$ cat config.mk
export PLATFORM = sky130hd
export DESIGN_NAME = nru_page_replacement
export DESIGN_NICKNAME = d
export VERILOG_FILES = /design/src/rtl/nru_pkg.sv /design/src/rtl/nru_page_mem.sv /design/src/rtl/nru_mod_unit.sv /design/src/rtl/nru_page_replacement.sv
export SDC_FILE = /design/constraint.sdc
export NUM_CORES = 1
export LEC_CHECK = 0
export ABC_AREA = 1
export BUFFER_PORTS_ARGS = -buffer_cell sky130_fd_sc_hd__buf_2
export CAP_MARGIN = 20
export CORE_ASPECT_RATIO = 1.25
export CORE_UTILIZATION = 45
export CTS_CLUSTER_DIAMETER = 200
export CTS_CLUSTER_SIZE = 12
export DETAILED_ROUTE_END_ITERATION = 6
export PLACE_DENSITY = 0.7
export SLEW_MARGIN = 20
export SYNTH_ARGS = -nofsm -noshare
export SYNTH_HDL_FRONTEND = slang
export SYNTH_SLANG_ARGS = --single-unit
$ cat constraint.sdc
create_clock -name i_clk -period 4.96 [get_ports i_clk]
set_clock_uncertainty 0.1 [all_clocks]
set_input_delay 0.496 -clock i_clk [delete_from_list [all_inputs] [get_ports i_clk]]
set_output_delay 0.496 -clock i_clk [all_outputs]
set_load 0.01 [all_outputs]
$ cat src/rtl/nru_pkg.sv
// shared types and constants for the nru page replacement block
package nru_pkg;

    localparam int PAGES_DEF  = 64;
    localparam int FRAMES_DEF = 16;
    localparam int RAND_W     = 32;
    localparam int CLR_W      = 8;

    localparam logic [CLR_W-1:0] CLEAR_RESET = 8'd10;

    typedef enum logic [1:0] {
        CMD_ACCESS = 2'd0,
        CMD_SELECT = 2'd1,
        CMD_UNMAP  = 2'd2
    } t_cmd;

    typedef struct packed {
        logic present;
        logic referenced;
        logic modified;
    } t_flags;

endpackage

$ cat src/rtl/nru_page_mem.sv
// page table memory: flags and frame per page, one write and one registered read port
module nru_page_mem #(
    parameter int PAGES = nru_pkg::PAGES_DEF,
    parameter int FW    = 4,
    localparam int AW   = $clog2(PAGES)
) (
    input  logic                 i_clk,
    input  logic                 i_we,
    input  logic [AW-1:0]        i_waddr,
    input  nru_pkg::t_flags      i_wflags,
    input  logic [FW-1:0]        i_wframe,
    input  logic [AW-1:0]        i_raddr,
    output nru_pkg::t_flags      o_rflags,
    output logic [FW-1:0]        o_rframe
);

    localparam int EW = 3 + FW;

    logic [EW-1:0] r_mem [PAGES];
    logic [EW-1:0] r_rd;

    always_ff @(posedge i_clk) begin
        if (i_we) begin
            r_mem[i_waddr] <= {i_wflags, i_wframe};
        end
    end

    always_ff @(posedge i_clk) begin
        r_rd <= r_mem[i_raddr];
    end

    assign o_rflags = nru_pkg::t_flags'(r_rd[EW-1:FW]);
    assign o_rframe = r_rd[FW-1:0];

endmodule

$ cat src/rtl/nru_mod_unit.sv
// bit-serial remainder of the random value by the class count, one bit per cycle
module nru_mod_unit #(
    parameter int CW = 7
) (
    input  logic                       i_clk,
    input  logic                       i_rst_n,
    input  logic                       i_start,
    input  logic [nru_pkg::RAND_W-1:0] i_dividend,
    input  logic [CW-1:0]              i_divisor,
    output logic                       o_done,
    output logic [CW-1:0]              o_rem
);

    localparam int SW = $clog2(nru_pkg::RAND_W);
    localparam logic [SW-1:0] STEP_LAST = SW'(nru_pkg::RAND_W - 1);

    logic                       r_busy;
    logic                       r_done;
    logic [SW-1:0]              r_step;
    logic [nru_pkg::RAND_W-1:0] r_num;
    logic [CW-1:0]              r_den;
    logic [CW-1:0]              r_rem;

    logic [CW:0]   trial;
    logic [CW:0]   diff;
    logic [CW-1:0] n_rem;

    // restoring step: remainder stays below the divisor
    always_comb begin
        trial = {r_rem, r_num[nru_pkg::RAND_W-1]};
        diff  = trial - {1'b0, r_den};
        if (trial >= {1'b0, r_den}) begin
            n_rem = diff[CW-1:0];
        end else begin
            n_rem = trial[CW-1:0];
        end
    end

    always_ff @(posedge i_clk) begin
        if (!i_rst_n) begin
            r_busy <= 1'b0;
            r_done <= 1'b0;
            r_step <= '0;
        end else begin
            r_done <= 1'b0;
            if (i_start) begin
                r_busy <= 1'b1;
                r_step <= '0;
                r_num  <= i_dividend;
                r_den  <= i_divisor;
                r_rem  <= '0;
            end else if (r_busy) begin
                r_num  <= {r_num[nru_pkg::RAND_W-2:0], 1'b0};
                r_rem  <= n_rem;
                r_step <= r_step + SW'(1);
                if (r_step == STEP_LAST) begin
                    r_busy <= 1'b0;
                    r_done <= 1'b1;
                end
            end
        end
    end

    assign o_done = r_done;
    assign o_rem  = r_rem;

endmodule

$ cat src/rtl/nru_page_replacement.sv
// top level: nru page replacement with page table memory and sweep sequencer
//
//  channel  | direction | signals                                        | moves
//  ---------+-----------+------------------------------------------------+-----------------
//  in       | in        | i_in_valid/o_in_ready, i_command..i_random_value | one command
//  out      | out       | o_out_valid/i_out_ready, o_found..o_victim_class | one result
//  cfg      | in        | i_cfg_valid/o_cfg_ready, i_cfg_data             | clear interval
//
// access passes S_RD then S_WR, read then write of one entry;
//   unmap passes S_WR only (write only), an ignored or unused command goes straight to S_DONE
// select passes S_COUNT, S_PICK, S_DIV and S_WALK, skipping S_DIV with no page present:
//   two sweeps over the memory read port, one entry a cycle, a bit-serial modulo between them
// after reset a clearing pass writes every entry with o_in_ready low
// one command at a time; a finished command waits until the output register is free
module nru_page_replacement #(
    parameter int PAGES  = nru_pkg::PAGES_DEF,
    parameter int FRAMES = nru_pkg::FRAMES_DEF,
    localparam int AW    = $clog2(PAGES),
    localparam int FW    = $clog2(FRAMES)
) (
    input  logic                       i_clk,
    input  logic                       i_rst_n,
    input  logic                       i_in_valid,
    output logic                       o_in_ready,
    input  logic [1:0]                 i_command,
    input  logic [AW-1:0]              i_page,
    input  logic [FW-1:0]              i_frame,
    input  logic                       i_is_write,
    input  logic [nru_pkg::RAND_W-1:0] i_random_value,
    output logic                       o_out_valid,
    input  logic                       i_out_ready,
    output logic                       o_found,
    output logic [FW-1:0]              o_victim_frame,
    output logic [AW-1:0]              o_victim_page,
    output logic [1:0]                 o_victim_class,
    input  logic                       i_cfg_valid,
    output logic                       o_cfg_ready,
    input  logic [nru_pkg::CLR_W-1:0]  i_cfg_data
);

    localparam int CW = $clog2(PAGES + 1);
    localparam logic [AW-1:0] LAST     = AW'(PAGES - 1);
    localparam logic [AW:0]   PAGES_V  = (AW + 1)'(PAGES);
    localparam logic [FW:0]   FRAMES_V = (FW + 1)'(FRAMES);

    typedef enum logic [8:0] {
        S_CLEAR = 9'b000000001,
        S_IDLE  = 9'b000000010,
        S_RD    = 9'b000000100,
        S_WR    = 9'b000001000,
        S_COUNT = 9'b000010000,
        S_PICK  = 9'b000100000,
        S_DIV   = 9'b001000000,
        S_WALK  = 9'b010000000,
        S_DONE  = 9'b100000000
    } t_state;

    t_state                     r_state;
    logic [AW-1:0]              r_page;
    logic [FW-1:0]              r_frame;
    logic                       r_wr;
    logic                       r_unmap;
    logic [nru_pkg::RAND_W-1:0] r_rand;
    logic [AW-1:0]              r_addr;
    logic                       r_iss;
    logic                       r_pend;
    logic [AW-1:0]              r_pend_addr;
    logic [CW-1:0]              r_cnt [4];
    logic                       r_any;
    logic [1:0]                 r_cls;
    logic [CW-1:0]              r_pick;
    logic [CW-1:0]              r_seen;
    logic                       r_clr;
    logic [nru_pkg::CLR_W-1:0]  r_sel_cnt;
    logic [nru_pkg::CLR_W-1:0]  r_clear_int;
    logic                       r_found;
    logic [FW-1:0]              r_vframe;
    logic [AW-1:0]              r_vpage;
    logic [1:0]                 r_vclass;
    logic                       r_out_valid;
    logic                       r_o_found;
    logic [FW-1:0]              r_o_frame;
    logic [AW-1:0]              r_o_page;
    logic [1:0]                 r_o_class;

    logic [nru_pkg::CLR_W-1:0]  n_sel_cnt;
    logic                       n_any;
    logic [1:0]                 n_cls;

    logic                       in_xfer;
    logic                       out_load;
    logic                       sweep;
    logic                       last_pend;
    logic [1:0]                 rd_cls;
    logic                       match;

    logic                       mem_we;
    logic [AW-1:0]              mem_waddr;
    nru_pkg::t_flags            mem_wflags;
    logic [FW-1:0]              mem_wframe;
    logic [AW-1:0]              mem_raddr;
    nru_pkg::t_flags            rflags;
    logic [FW-1:0]              rframe;

    logic                       div_start;
    logic                       div_done;
    logic [CW-1:0]              div_rem;

    nru_page_mem #(
        .PAGES (PAGES),
        .FW    (FW)
    ) u_mem (
        .i_clk    (i_clk),
        .i_we     (mem_we),
        .i_waddr  (mem_waddr),
        .i_wflags (mem_wflags),
        .i_wframe (mem_wframe),
        .i_raddr  (mem_raddr),
        .o_rflags (rflags),
        .o_rframe (rframe)
    );

    nru_mod_unit #(
        .CW (CW)
    ) u_mod (
        .i_clk      (i_clk),
        .i_rst_n    (i_rst_n),
        .i_start    (div_start),
        .i_dividend (r_rand),
        .i_divisor  (r_cnt[n_cls]),
        .o_done     (div_done),
        .o_rem      (div_rem)
    );

    assign o_in_ready  = (r_state == S_IDLE);
    assign o_cfg_ready = 1'b1;
    assign in_xfer     = i_in_valid && o_in_ready;
    assign out_load    = (r_state == S_DONE) && (!r_out_valid || i_out_ready);
    assign sweep       = (r_state == S_COUNT) || (r_state == S_WALK);
    assign last_pend   = r_pend && (r_pend_addr == LAST);
    assign rd_cls      = {rflags.referenced, rflags.modified};
    assign match       = r_pend && r_any && rflags.present && (rd_cls == r_cls);
    assign n_sel_cnt   = r_sel_cnt + nru_pkg::CLR_W'(1);
    assign div_start   = (r_state == S_PICK) && n_any;

    // lowest class with any present page
    always_comb begin
        n_any = 1'b1;
        priority if (r_cnt[0] != '0) begin
            n_cls = 2'd0;
        end else if (r_cnt[1] != '0) begin
            n_cls = 2'd1;
        end else if (r_cnt[2] != '0) begin
            n_cls = 2'd2;
        end else begin
            n_cls = 2'd3;
            n_any = (r_cnt[3] != '0);
        end
    end

    // memory port selection
    always_comb begin
        mem_raddr  = (r_state == S_RD) ? r_page : r_addr;
        mem_we     = 1'b0;
        mem_waddr  = r_addr;
        mem_wflags = '0;
        mem_wframe = '0;
        unique case (r_state)
            S_CLEAR: begin
                mem_we = 1'b1;
            end
            S_WR: begin
                mem_we    = 1'b1;
                mem_waddr = r_page;
                if (!r_unmap) begin
                    mem_wflags.present    = 1'b1;
                    mem_wflags.referenced = 1'b1;
                    mem_wflags.modified   = rflags.modified || r_wr;
                    mem_wframe            = r_frame;
                end
            end
            S_WALK: begin
                // on a clearing select, referenced bits are cleared behind the read sweep
                mem_we                = r_pend && r_clr;
                mem_waddr             = r_pend_addr;
                mem_wflags.present    = rflags.present;
                mem_wflags.referenced = 1'b0;
                mem_wflags.modified   = rflags.modified;
                mem_wframe            = rframe;
            end
            default: begin
            end
        endcase
    end

    always_ff @(posedge i_clk) begin
        if (!i_rst_n) begin
            r_state     <= S_CLEAR;
            r_addr      <= '0;
            r_iss       <= 1'b0;
            r_pend      <= 1'b0;
            r_sel_cnt   <= '0;
            r_clear_int <= nru_pkg::CLEAR_RESET;
            r_out_valid <= 1'b0;
        end else begin
            if (i_cfg_valid && o_cfg_ready) begin
                r_clear_int <= i_cfg_data;
            end

            if (out_load) begin
                r_out_valid <= 1'b1;
                r_o_found   <= r_found;
                r_o_frame   <= r_vframe;
                r_o_page    <= r_vpage;
                r_o_class   <= r_vclass;
            end else if (i_out_ready) begin
                r_out_valid <= 1'b0;
            end

            // read issue and data tracking shared by both sweeps
            if (sweep) begin
                r_pend      <= r_iss;
                r_pend_addr <= r_addr;
                if (r_iss) begin
                    if (r_addr == LAST) begin
                        r_iss <= 1'b0;
                    end else begin
                        r_addr <= r_addr + AW'(1);
                    end
                end
            end

            unique case (r_state)
                S_CLEAR: begin
                    if (r_addr == LAST) begin
                        r_addr  <= '0;
                        r_state <= S_IDLE;
                    end else begin
                        r_addr <= r_addr + AW'(1);
                    end
                end
                S_IDLE: begin
                    if (in_xfer) begin
                        r_page   <= i_page;
                        r_frame  <= i_frame;
                        r_wr     <= i_is_write;
                        r_rand   <= i_random_value;
                        r_found  <= 1'b0;
                        r_vframe <= '0;
                        r_vpage  <= '0;
                        r_vclass <= '0;
                        unique case (i_command)
                            nru_pkg::CMD_ACCESS: begin
                                r_unmap <= 1'b0;
                                if (({1'b0, i_page} < PAGES_V) &&
                                    ({1'b0, i_frame} < FRAMES_V)) begin
                                    r_state <= S_RD;
                                end else begin
                                    r_state <= S_DONE;
                                end
                            end
                            nru_pkg::CMD_SELECT: begin
                                r_cnt[0] <= '0;
                                r_cnt[1] <= '0;
                                r_cnt[2] <= '0;
                                r_cnt[3] <= '0;
                                r_addr   <= '0;
                                r_iss    <= 1'b1;
                                r_pend   <= 1'b0;
                                if (n_sel_cnt == r_clear_int) begin
                                    r_sel_cnt <= '0;
                                    r_clr     <= 1'b1;
                                end else begin
                                    r_sel_cnt <= n_sel_cnt;
                                    r_clr     <= 1'b0;
                                end
                                r_state <= S_COUNT;
                            end
                            nru_pkg::CMD_UNMAP: begin
                                r_unmap <= 1'b1;
                                if ({1'b0, i_page} < PAGES_V) begin
                                    r_state <= S_WR;
                                end else begin
                                    r_state <= S_DONE;
                                end
                            end
                            default: begin
                                r_state <= S_DONE;
                            end
                        endcase
                    end
                end
                S_RD: begin
                    r_state <= S_WR;
                end
                S_WR: begin
                    r_state <= S_DONE;
                end
                S_COUNT: begin
                    if (r_pend && rflags.present) begin
                        r_cnt[rd_cls] <= r_cnt[rd_cls] + CW'(1);
                    end
                    if (last_pend) begin
                        r_state <= S_PICK;
                    end
                end
                S_PICK: begin
                    r_cls <= n_cls;
                    r_any <= n_any;
                    if (n_any) begin
                        r_state <= S_DIV;
                    end else begin
                        r_addr  <= '0;
                        r_iss   <= 1'b1;
                        r_pend  <= 1'b0;
                        r_seen  <= '0;
                        r_state <= S_WALK;
                    end
                end
                S_DIV: begin
                    if (div_done) begin
                        r_pick  <= div_rem;
                        r_addr  <= '0;
                        r_iss   <= 1'b1;
                        r_pend  <= 1'b0;
                        r_seen  <= '0;
                        r_state <= S_WALK;
                    end
                end
                S_WALK: begin
                    if (match) begin
                        r_seen <= r_seen + CW'(1);
                        if (r_seen == r_pick) begin
                            r_found  <= 1'b1;
                            r_vframe <= rframe;
                            r_vpage  <= r_pend_addr;
                            r_vclass <= rd_cls;
                        end
                    end
                    if (last_pend) begin
                        r_state <= S_DONE;
                    end
                end
                S_DONE: begin
                    if (out_load) begin
                        r_state <= S_IDLE;
                    end
                end
                default: begin
                    r_state <= S_IDLE;
                end
            endcase
        end
    end

    assign o_out_valid    = r_out_valid;
    assign o_found        = r_o_found;
    assign o_victim_frame = r_o_frame;
    assign o_victim_page  = r_o_page;
    assign o_victim_class = r_o_class;

endmodule

* Yosys cells after proc, flatten, opt, wreduce, memory -nomap -nowiden *
Memories as Yosys holds them, arrays and structs flattened. A register that Yosys moved wholly into a read port is not among the register bits.
Cells that the tools add are included.

operators by class
  reductions and logical operators = 40
  $lt $le $gt $ge = 1
  multiplexer cells = 92
  bitwise logic cells = 2
  add/subtract/negate cells = 6
  equality and inequality tests = 26

operator list
  operator                                                               number
  9-bit case mux with 9 select lines                                     1
  6-bit 2-to-1 mux                                                       12
  32-bit 2-to-1 mux                                                      2
  9-bit 2-to-1 mux                                                       6
  7-bit 2-to-1 mux                                                       6
  1-bit 2-to-1 mux                                                       38
  7-bit nonzero test                                                     4
  9-bit case mux with 3 select lines                                     1
  6-bit case mux with 2 select lines                                     2
  6-bit case mux with 4 select lines                                     1
  7-bit case mux with 3 select lines                                     1
  4-bit 2-to-1 mux                                                       4
  8-bit 2-to-1 mux                                                       2
  4-bit case mux with 2 select lines                                     2
  7-bit by 1-bit adder with 7-bit output, second input constant          2
  6-bit equality test, second input constant                             2
  2-bit 2-to-1 mux                                                       6
  2-bit != test, second input constant                                   6
  2-bit AND reduction                                                    5
  5-bit AND reduction                                                    2
  9-bit by 1-bit equality test with 1-bit output, second input constant  1
  9-bit by 2-bit equality test with 1-bit output, second input constant  1
  9-bit by 3-bit equality test with 1-bit output, second input constant  1
  9-bit by 4-bit equality test with 1-bit output, second input constant  1
  other kinds (35)                                                       58

storage, ports and cells
  memories = 2
  word-level logic and storage cells = 200
  output and inout port bits = 16
  RAM bits = 476
  input bits = 58
  bits in registers = 174

memories
  memory       words  width  rd ports  clocked after memory_dff  write ports  RTL line                    source
  u_mem.r_mem  64     7      1         1                         1            nru_page_mem.sv:19          logic [EW-1:0] r_mem [PAGES];
  r_cnt        4      7      6         1                         4            nru_page_replacement.sv:68  logic [CW-1:0] r_cnt [4];

* Longest topological paths before layout *
Gate-level depths: netlist of the first run.
An unclocked memory read counts as a cell.

  depth after elaboration = 8
  depth in mapped cells = 16

* Hierarchy *
A second synthesis of the first run with hierarchy kept.

unflattened totals
  cell total of the unflattened synthesis = 2,665
  area total of the unflattened synthesis = 28,496.1 um^2

by module, submodules not included
  module                cells each  area an instance (um^2)  seq. area each (um^2)  times used
  nru_page_mem          1,607       18,591.6                 13,593.0               1
  nru_page_replacement  773         7,307.0                  4,344.2                1
  nru_mod_unit          285         2,597.5                  1,521.5                1

* Worst setup path before layout of the first run *
Ideal clock, no wire load.

  path kind = register to register
  start = reg r_state[4]
  end = mem u_mem.r_mem[0][4] (netlist bit), data pin
  period minus slack after synthesis = 4.889 ns
  slack = 0.071 ns
  data arrival time = 4.087 ns
  stages on the path, launching flop included = 8
  buffers on the path = 0
  cell sequence = dfxtp_1 > nor2_2 > nand2_2 > nor2_4 > nand3_2 > nor2_1 > o21ai_0 > o21ai_0

RTL lines
  what                      RTL line                     source
  start: declaration        nru_page_replacement.sv:58   t_state r_state;
  start signal: assignment  nru_page_replacement.sv:198  r_state <= S_CLEAR;
  start signal: assignment  nru_page_replacement.sv:237  r_state <= S_IDLE;
  start signal: assignment  nru_page_replacement.sv:257  r_state <= S_RD;
  end: declaration          nru_page_mem.sv:19

* Final worst setup path of the first run *
  start = reg r_state[1]
  end = reg u_mem.r_rd[1] (read register of u_mem.r_mem)

between the ends
  cells in the longest elaborated chain, start to end = 2

ends and longest elaborated chain
  what                                            RTL line                     source
  9-bit by 3-bit equality test with 1-bit output  nru_page_replacement.sv:163  mem_raddr = (r_state == S_RD) ? r_page : r_addr;
  6-bit 2-to-1 mux                                nru_page_replacement.sv:163
  end: declaration                                nru_page_mem.sv:20           logic [EW-1:0] r_rd;

Every way passes these cells.
A chain may end at the register's enable or synchronous reset.

==> results of run 1 <==
==> stage by stage <==
step	setup WS (ns)	hold WS, ns	instances	power (W)
after floorplan	0.0714	0.300	2933	0.00867
after global placement	1.57	0.304	3772	0.00962
after detailed placement	1.49	0.306	3772	0.00965
after CTS	1.43	0.0321	3926	0.0140
after global routing	1.19	0.0828	3927	0.0145
final	1.41	0.0544	3927	0.0140
==> area by class of cell <==
| cell class | instances | area, um^2 |
|---|---|---|
| clock inverters | 2 | 17.5 |
| well taps | 848 | 1060 |
| repair buffers | 157 | 1210 |
| inverters | 550 | 2070 |
| diodes | 1 | 2.50 |
| flip-flops and latches | 664 | 19500 |
| fillers | 5634 | 31400 |
| multi-input cells | 1603 | 7690 |
| clock buffers | 102 | 1720 |
==> power breakdown <==
part	switching (W)	leakage, nW	internal (W)
combinational	0.00238	7.59	0.000915
clock	0.00200	0.831	0.00234
sequential	0.000121	5.69	0.00621
total	0.00450	14.1	0.00947
==> critical path, cell delays in order, from the launching register on <==
cell     delay (ns)
dfxtp_1        0.42
inv_2          0.08
nand2_1        0.15
nor2_2         0.07
nand3_4        0.19
nand2_4        0.31
nand2_4        0.74
buf_4          0.51
nand2_1        0.11
nand3_1        0.11
nand3_1        0.12
nand3_1        0.20
nand3_1        0.09
nand3_1        0.10
nand2_1        0.07
==> cell families after synthesis <==
family / count (synthesis)
flops: 664
fa+ha+maj: 15
other cells: 1
buf+inv: 666
simple gates: 1420
xor+xnor: 33
compound gates: 134
==> registers in the layout (all words and copies together) (netlist names), 4 cells and up <==
| register | cells |
|---|---|
| u_mem.r_rd | 7 |
| r_clear_int | 8 |
| u_mod.r_num | 32 |
| u_mem.r_mem | 448 |
| r_page | 6 |
| o_victim_page | 6 |
| r_frame | 4 |
| u_mod.r_den | 7 |
| r_addr | 6 |
| o_victim_frame | 4 |
| r_pend_addr | 6 |
| r_cnt | 28 |
| r_state | 9 |
| u_mod.r_step | 5 |
| u_mod.o_rem | 7 |
| r_vpage | 6 |
| r_vframe | 4 |
| r_rand | 32 |
| r_seen | 7 |
| r_pick | 7 |
| r_sel_cnt | 8 |
==> placed cells by master (no fill, tap or decap), types with 15 or more instances in the layout <==
master / count
edfxtp_1: 616
clkbuf_1: 39
nand4_1: 15
xor2_1: 23
nor3_1: 15
buf_2: 72
nand2_1: 657
buf_4: 28
clkbuf_16: 63
o21ai_0: 37
a21oi_1: 44
dlygate4sd3_1: 50
nor2_1: 176
inv_2: 16
nand3_1: 509
inv_1: 532
dfxtp_1: 48
==> final timing paths <==
kind	slack (ns)	from	end
worst min register to register	0.32	r_vpage[2]$_SDFFCE_PP0P_	o_victim_page[2]$_DFFE_PP_
worst max-delay path	1.41	r_state[1]$_SDFFE_PN0P_	u_mem.r_rd[1]$_DFF_P_
worst min-delay path	0.05	i_cfg_data[6]	r_clear_int[6]$_SDFFE_PN0P_
worst max register to register	1.41	r_state[1]$_SDFFE_PN0P_	u_mem.r_rd[1]$_DFF_P_
==> per-layer routing <==
metal	track usage	routed length, um	vias up
li1	-	-	9844
met1	0.274	28500	9837
met2	0.402	38900	865
met3	0.0336	5230	193
met4	0.116	3910	0
met5	0	0	-
==> what timing repair did <==
action / 4_1_cts / 5_1_grt
hold endpoints to repair: 50 / 0
gates resized for setup: 0 / 0
hold buffers: 50 / 0
==> results.txt, run 1 <==
Post-DRT Antenna Nets - 0
Synthesis Warnings - 0
initial antenna violation count - 2
Post-DP HPWL - 48500 um
fin crit share - 0.717
R2R depth - 14
DR vias - 20739
Synth Area in Simple Gates - 0.211
main area contributors after synthesis - edfxtp_1 (62%), nand3_1 (8.6%), nand2_1 (8.3%), inv_1 (6.8%), dfxtp_1 (3.2%)
initial cell density of the core - 0.458
share of layout cells above drive strength 1 - 0.0786
Core Region - 64700 um^2
die height - 289 um
area leader, netlist - edfxtp_1
Die W - 231 um
PwrDens - 420 nW/um^2
H-tree depth - 2
status - complete, no violations
final slew viol count - 0
maximum capacitance violations - 0
clk sink count - 664
clock latency on the worst-skew pair - 0.63 ns
Area after DPL - 31000 um^2
Syn Area/Cell - 10.1 um^2
post-synthesis compound-gate area fraction - 0.0272
XOR/XNOR Fraction of Synth Area - 0.00976
#FFs+latches synth - 664
hold crit path type - in -> reg
Synth cell types - 55
worst endpoint data arrival time - 3.96 ns
IO Count - 74
Syn-to-layout area delta - 12.2%
maximum clock insertion buffer count - 3
most numerous cell in the Yosys netlist - nand2_1
gr usage total - 0.229
Die ar. - 66800 um^2
count of final hold-check violations - 0
largest family of logic cells by synthesized area - simple AND/OR/NAND/NOR gates
final wirelength - 76500 um
Async SR Flop Fraction - 0
drt first-iter violations - 2113
Critical Path RT - 5.37 ns
synthesized area - 29600 um^2
Crit Path Max Fanout - 70
vias in the first global route - 20289
net count after synthesis - 3006
Finished Cell Area - 33200 um^2
sequential element share of the synthesized area - 0.657
Final Core Density - 0.514
CTS tree - done
startpoint types - flop
Layout Nets - 3110
mux contribution to synthesized area - 0
Post-synth top flop - edfxtp_1
largest net degree at the start of global routing - 113
CTS root buffer - clkbuf_16
VDD IR-drop max - 0.365 mV
final setup vio count - 0
Post-synth EDFFs - 616
Crit. End Element - flop
global-route wire length before repair - 116000 um
Fmax achieved - 0.281 GHz
Commonest cells post-synth - nand2_1 (658), edfxtp_1 (616), inv_1 (533)
cells after synthesis - 2933
P_leak - 14.1 nW
Hold Path Cell Cnt - 3
total CTS buffers - 61
first drt pass iteration count - 6
Slew HR - 0.300
unrepaired setup endpoints after global routing - no
PortBufs - 72
drt drc - 0
number of setup buffers added after CTS - 0
Worst-Margin Slew - 1.05 ns
min Tclk post-route - 3.55 ns
FP Rows - 104
Setup TNS - 0 ns
GRT overflow - 0
via/cell ratio - 5.28
wire per inst - 19.5 um
WS Path Type - reg -> reg
Synth Area in Adders - 0.00659
post-synth top area share - 0.625
Reg clk slew, reported paths - 0.07 ns
Final Wtd Congestion - 0.916
(Power assumes the default switching activity.)
==> run 2, diff against run 1 <==
--- a/config.mk
+++ b/config.mk
@@ -5,7 +5,7 @@
 export SDC_FILE = /design/constraint.sdc
 export NUM_CORES = 1
 export LEC_CHECK = 0
-export ABC_AREA = 1
+export ABC_AREA = 0
 export BUFFER_PORTS_ARGS = -buffer_cell sky130_fd_sc_hd__buf_2
 export CAP_MARGIN = 20
 export CORE_ASPECT_RATIO = 1.25
==> constraint.sdc (replaced) <==
create_clock -name i_clk -period 3.1 [get_ports i_clk]
set_clock_uncertainty 0.1 [all_clocks]
set_input_delay 0.31 -clock i_clk [delete_from_list [all_inputs] [get_ports i_clk]]
set_output_delay 0.31 -clock i_clk [all_outputs]
set_load 0.01 [all_outputs]
==> results.txt, run 2 <==
hold_sp - i_cfg_valid (was i_cfg_data[6])
Slew HR - 0.393 (was 0.300)
sequential element share of the synthesized area - 0.698 (was 0.657)
Reg-to-Reg Start - r_state[0]$_SDFFE_PN1P_ (was r_state[1]$_SDFFE_PN0P_)
final wirelength - 78200 um (was 76500 um)
H-tree depth - 2 (unchanged)
vias in the first global route - 19679 (was 20289)
Layout Nets - 2601 (was 3110)
status - complete, but fails checks (was complete, no violations)
min Tclk post-route - 3.25 ns (was 3.55 ns)
gr usage total - 0.242 (was 0.229)
Critical Path RT - 3.33 ns (was 5.37 ns)
clock latency on the worst-skew pair - 0.65 ns (was 0.63 ns)
highest metal used - met4 (unchanged)
unrepaired setup endpoints after global routing - yes (was no)
routed wl met3 - 5280 um (was 5230 um)
first drt pass iteration count - 6 (unchanged)
global-route wire length before repair - 115000 um (was 116000 um)
Post-synth EDFFs - 616 (unchanged)
Core Region - 61000 um^2 (was 64700 um^2)
cells after synthesis - 2243 (was 2933)
DR vias - 19951 (was 20739)
failing checks - setup timing
synthesized area - 27900 um^2 (was 29600 um^2)
initial cell density of the core - 0.457 (was 0.458)
main area contributors after synthesis - edfxtp_1 (66%), nand2_1 (4.3%), nand3_1 (4.1%), dfxtp_1 (3.4%), o21ai_0 (3.1%) (was edfxtp_1 (62%), nand3_1 (8.6%), nand2_1 (8.3%), inv_1 (6.8%), dfxtp_1 (3.2%))
Crit Path Max Fanout - 7 (was 70)
initial antenna violation count - 2 (unchanged)
IO Count - 74 (unchanged)
count of final hold-check violations - 0 (unchanged)
metal2 WL - 40600 um (was 38900 um)
CTS tree - done (unchanged)
share of layout cells above drive strength 1 - 0.220 (was 0.0786)
PortBufs - 72 (unchanged)
maximum capacitance violations - 0 (unchanged)
Die W - 225 um (was 231 um)
critical path startpoint - r_state[0]$_SDFFE_PN1P_ (was r_state[1]$_SDFFE_PN0P_)
FP Rows - 101 (was 104)
Die ar. - 63000 um^2 (was 66800 um^2)
Syn Area/Cell - 12.4 um^2 (was 10.1 um^2)
maximum clock insertion buffer count - 3 (unchanged)
Worst-Margin Slew - 0.911 ns (was 1.05 ns)
Biggest register - u_mem.r_mem (unchanged)
P_leak - 12.1 nW (was 14.1 nW)
Syn-to-layout area delta - 25.4% (was 12.2%)
wire per inst - 23.0 um (was 19.5 um)
drt drc - 0 (unchanged)
#FFs+latches synth - 664 (unchanged)
Reg clk slew, reported paths - 0.07 ns (about the same)
dpl cells - 3193 (was 3772)
most numerous cell in the Yosys netlist - edfxtp_1 (was nand2_1)
CTS root buffer - clkbuf_16 (unchanged)
final setup vio count - 314 (was 0)
via/cell ratio - 5.86 (was 5.28)
Finished Layout Cells - 3405 (was 3927)
met1 wire length - 28300 um (was 28500 um)
hold crit path type - in -> reg (unchanged)
Post-DRT Antenna Nets - 0 (unchanged)
Crit. End Element - flop (unchanged)
commonest non-fill, non-tap cell in the layout - edfxtp_1 (was nand2_1)
Setup TNS - -16.60 ns (was 0 ns)
WHS - 0.0346 ns (was 0.0544 ns)
Largest register FFs - 448 (unchanged)
final slew viol count - 0 (unchanged)
Synth cell types - 77 (was 55)
Commonest cells post-synth - edfxtp_1 (616), nand2_1 (318), nand3_1 (227) (was nand2_1 (658), edfxtp_1 (616), inv_1 (533))
GRT overflow - 0 (unchanged)
Post-Place Worst Slack - -0.278 ns (was 1.49 ns)
die height - 280 um (was 289 um)
Post-DP HPWL - 50700 um (was 48500 um)
Async SR Flop Fraction - 0 (unchanged)
net count after synthesis - 2316 (was 3006)
Synthesis Warnings - 0 (unchanged)
most frequent cells in the layout - edfxtp_1 (616), nand2_1 (298), nand3_1 (225) (was nand2_1 (657), edfxtp_1 (616), inv_1 (532))
drt first-iter violations - 2240 (was 2113)
Post-synth top flop - edfxtp_1 (unchanged)
largest net degree at the start of global routing - 115 (was 113)
PwrDens - 554 nW/um^2 (was 420 nW/um^2)
VDD IR-drop max - 0.483 mV (was 0.365 mV)
clk sink count - 664 (unchanged)
post-synth top area share - 0.663 (was 0.625)
fin crit share - 1.05 (was 0.717)
WS Path Type - reg -> reg (unchanged)
biggest regs - u_mem.r_mem (448), r_rand (32), u_mod.r_num (32) (unchanged)
area leader, netlist - edfxtp_1 (unchanged)
startpoint types - flop (unchanged)
Final Core Density - 0.573 (was 0.514)
worst endpoint data arrival time - 3.49 ns (was 3.96 ns)
Final Wtd Congestion - 0.939 (was 0.916)
total CTS buffers - 61 (unchanged)
final worst slack - -0.153 ns (was 1.41 ns)
Fmax achieved - 0.307 GHz (was 0.281 GHz)
run 2: cell types whose count changed in the layout (fill, tap and decap cells not counted), moves of 23 or more:
cell	delta
nor2_1	-96
a31oi_1	+23
inv_1	-506
nand4_1	+25
nand3_1	-284
a21oi_1	+96
nand2_1	-359
o41ai_2	+24
o21ai_0	+134
buf_12	+45
nor2_4	+65
buf_4	+124
run 2: cells by family (layout without fill, tap and decap cells):
| group | after synthesis | in the layout | synth area share |
|---|---|---|---|
| adders and majority gates | 15 | 15 | 0.00700 |
| and+or+nand+nor | 879 | 879 | 0.149 |
| DFF | 664 | 664 | 0.698 |
| AOI/OAI and AO/OA | 452 | 452 | 0.0966 |
| buffers and inverters | 166 | 502 | 0.0238 |
| xor gates and xnor gates | 34 | 34 | 0.0112 |
| other | 1 | 3 | 0.000134 |
| muxes | 32 | 32 | 0.0147 |
run 2: area by class of cell:
class	count	area, um^2
diodes	2	5.00
clock buffers	111	1740
clock inverters	3	47.5
fillers	4658	26100
inverters	27	106
multi-input cells	1413	9040
flip-flops and latches	664	19500
well taps	824	1030
repair buffers	361	3530
run 2: what timing repair did:
action	CTS	global route
hold endpoints to repair	62	0
setup buffers	11	16
hold buffers	62	0
pin swaps	34	40
gates resized for setup	56	47
setup endpoints to repair	444	456
gates cloned	3	4
run 2: per-stage QoR:
stage               total power, W  instance area [um^2]
floorplan                   0.0115                 28700
global placement            0.0123                 31500
detailed placement          0.0123                 31500
CTS                         0.0193                 34500
global route                0.0199                 35000
finish                      0.0194                 35000
run 2: path summary, 6_finish.rpt:
kind | slack (ns) | cells after the start | endpoint
worst min-delay path | 0.03 | 3 | r_clear_int[4]$_SDFFE_PN0P_
worst max-delay path | -0.15 | 9 | u_mem.r_mem[24][6]$_DFFE_PP_
worst min register to register | 0.32 | 0 | o_victim_frame[1]$_DFFE_PP_
worst max register to register | -0.15 | 9 | u_mem.r_mem[24][6]$_DFFE_PP_
run 2: critical path, stage by stage, from the launching register on:
cell and delay, ns:
dfxtp_4 0.34, or4_4 0.53, nand2b_4 0.16, or3_4 0.35
clkinv_4 0.09, nor2_4 0.05, a221o_1 0.34, or4_4 0.45
or2_4 0.32, nor2_4 0.22
run 2: power by group:
part | switching, W | internal, W | total [W]
clock network | 0.00320 | 0.00375 | 0.00695
logic | 0.00146 | 0.000959 | 0.00242
registers | 0.000188 | 0.00981 | 0.00999
total | 0.00485 | 0.0145 | 0.0194
run 2: per-layer routing:
metal  global-route usage  vias to the layer above
met5                    0                        -
met4                0.115                        0
met3               0.0315                      218
met2                0.435                      925
met1                0.286                     9806
li1                     -                     9002
==> run 3, diff against run 2 <==
--- a/config.mk
+++ b/config.mk
@@ -14,7 +14,6 @@
 export CTS_CLUSTER_SIZE = 12
 export DETAILED_ROUTE_END_ITERATION = 6
 export PLACE_DENSITY = 0.7
-export SLEW_MARGIN = 20
 export SYNTH_ARGS = -nofsm -noshare
 export SYNTH_HDL_FRONTEND = slang
 export SYNTH_SLANG_ARGS = --single-unit
==> constraint.sdc (replaced) <==
create_clock -name i_clk -period 3.1 [get_ports i_clk]
set_clock_uncertainty 0.1 [all_clocks]
set_input_delay 0 -clock i_clk [delete_from_list [all_inputs] [get_ports i_clk]]
set_output_delay 0 -clock i_clk [all_outputs]
set_load 0.01 [all_outputs]
==> results.txt, run 3 (synthesis gave the netlist of run 2 again) <==
die height - 280 um (unchanged)
status - complete, but fails checks (unchanged)
commonest non-fill, non-tap cell in the layout - edfxtp_1 (unchanged)
drt first-iter violations - 2272 (was 2240)
wire per inst - 22.9 um (was 23.0 um)
Critical Path RT - 3.50 ns (was 3.33 ns)
gr usage total - 0.247 (was 0.242)
Syn-to-layout area delta - 26.4% (was 25.4%)
final setup vio count - 290 (was 314)
fin crit share - 1.03 (was 1.05)
CTS root buffer - clkbuf_16 (unchanged)
Largest register FFs - 448 (unchanged)
Worst-Margin Slew - 0.878 ns (was 0.911 ns)
clk sink count - 664 (unchanged)
via/cell ratio - 5.88 (was 5.86)
min Tclk post-route - 3.21 ns (was 3.25 ns)
Crit Path Max Fanout - 5 (was 7)
Final Power - 0.0194 W (about the same)
dpl cells - 3175 (was 3193)
Layout Nets - 2640 (was 2601)
CTS tree - done (unchanged)
H-tree depth - 2 (unchanged)
unrepaired setup endpoints after global routing - yes (unchanged)
initial cell density of the core - 0.457 (unchanged)
Post-DP HPWL - 49000 um (was 50700 um)
maximum clock insertion buffer count - 3 (unchanged)
Final Core Density - 0.577 (was 0.573)
Post-Place Worst Slack - -0.313 ns (was -0.278 ns)
Post-DRT Antenna Nets - 0 (unchanged)
failing checks - DRC, setup timing (was setup timing)
final slew viol count - 0 (unchanged)
biggest regs - u_mem.r_mem (448), r_rand (32), u_mod.r_num (32) (unchanged)
Die ar. - 63000 um^2 (unchanged)
IO Count - 74 (unchanged)
P_leak - 12.2 nW (was 12.1 nW)
share of layout cells above drive strength 1 - 0.219 (was 0.220)
Setup TNS - -12.09 ns (was -16.60 ns)
Final Wtd Congestion - 0.957 (was 0.939)
Die W - 225 um (unchanged)
first drt pass iteration count - 7 (was 6)
PwrDens - 549 nW/um^2 (was 554 nW/um^2)
WS Path Type - reg -> reg (unchanged)
global-route wire length before repair - 118000 um (was 115000 um)
maximum capacitance violations - 0 (unchanged)
most frequent cells in the layout - edfxtp_1 (616), nand2_1 (297), nand3_1 (225) (was edfxtp_1 (616), nand2_1 (298), nand3_1 (225))
largest net degree at the start of global routing - 115 (unchanged)
initial antenna violation count - 1 (was 2)
Slew HR - 0.415 (was 0.393)
Reg clk slew, reported paths - 0.07 ns (about the same)
Fmax achieved - 0.312 GHz (was 0.307 GHz)
GRT overflow - 0 (unchanged)
VDD IR-drop max - 0.472 mV (was 0.483 mV)
PortBufs - 72 (unchanged)
worst endpoint data arrival time - 3.61 ns (was 3.49 ns)
Biggest register - u_mem.r_mem (unchanged)
final worst slack - -0.108 ns (was -0.153 ns)
clock latency on the worst-skew pair - 0.63 ns (was 0.65 ns)
DR vias - 20246 (was 19951)
total CTS buffers - 61 (unchanged)
drt drc - 2 (was 0)
Crit. End Element - flop (unchanged)
count of final hold-check violations - 0 (unchanged)
Finished Layout Cells - 3445 (was 3405)
final wirelength - 78800 um (was 78200 um)
FP Rows - 101 (unchanged)
Core Region - 61000 um^2 (unchanged)
vias in the first global route - 20236 (was 19679)
hold crit path type - in -> reg (unchanged)
startpoint types - flop (unchanged)
==> run 3: cell types whose count changed in the layout (fill, tap and decap cells not counted), moves of 4 or more <==
cell	before	now
buf_12	52	42
nor2_2	1	6
dlygate4sd3_1	62	110
a21oi_2	3	13
dfxtp_2	2	6
nor2_4	70	66
a21oi_1	140	130
==> run 3: per-layer routing <==
layer  GRT usage  wire length [um]
met1       0.292             28600
met2       0.437             40300
met3      0.0326              5330
met4       0.128              4630
met5           0                 0
==> run 3: final timing paths <==
check	startpoint	endpoint	cells past startpoint	slack, ns
max	r_state[8]$_SDFFE_PN0P_	u_mem.r_rd[0]$_DFF_P_	12	-0.11
min	i_page[4]	r_page[4]$_DFFE_PP_	2	0.03
max reg2reg	r_state[8]$_SDFFE_PN0P_	u_mem.r_rd[0]$_DFF_P_	12	-0.11
min reg2reg	r_vclass[0]$_SDFFCE_PP0P_	o_victim_class[0]$_DFFE_PP_	0	0.32
==> run 3: layout make-up <==
type                       instances  area, um^2
multi-input combinational       1413        9030
timing repair buffer             400        3830
fill                            4614       25800
sequential                       664       19500
tap                              824        1030
clock inverter                     4        46.3
clock buffer                     112        1720
antenna                            1        2.50
inverter                          27         106
==> run 3: worst max-delay path: stages, from the launching register on <==
cell and delay, ns:
dfxtp_2 0.33, buf_4 0.13, or4b_4 0.55, nor3_4 0.17, buf_12 0.16, mux2i_4 0.25, buf_12 0.15, buf_16 0.13
a21oi_1 0.07, o41ai_2 0.47, buf_4 0.20, and4_4 0.25, nand4_1 0.08
==> run 3: through the flow <==
stage	hold WS [ns]	cell area, um^2
floorplan	-0.0244	28700
global placement	0.0770	31300
detailed placement	0.0783	31300
CTS	0.0133	34800
global route	0.0271	35200
finish	0.0323	35200
==> run 3: what timing repair did <==
item	in CTS	in global routing
hold endpoints to repair	89	0
hold buffers	110	0
buffers inserted	22	14
cloned	4	4
setup endpoints to repair	455	481
pin swaps	61	38
resized for setup	74	49
==> run 3: report_power, final <==
part / switching (W) / internal, W
clock: 0.00324 / 0.00372
combinational: 0.00143 / 0.000958
sequential: 0.000196 / 0.00981
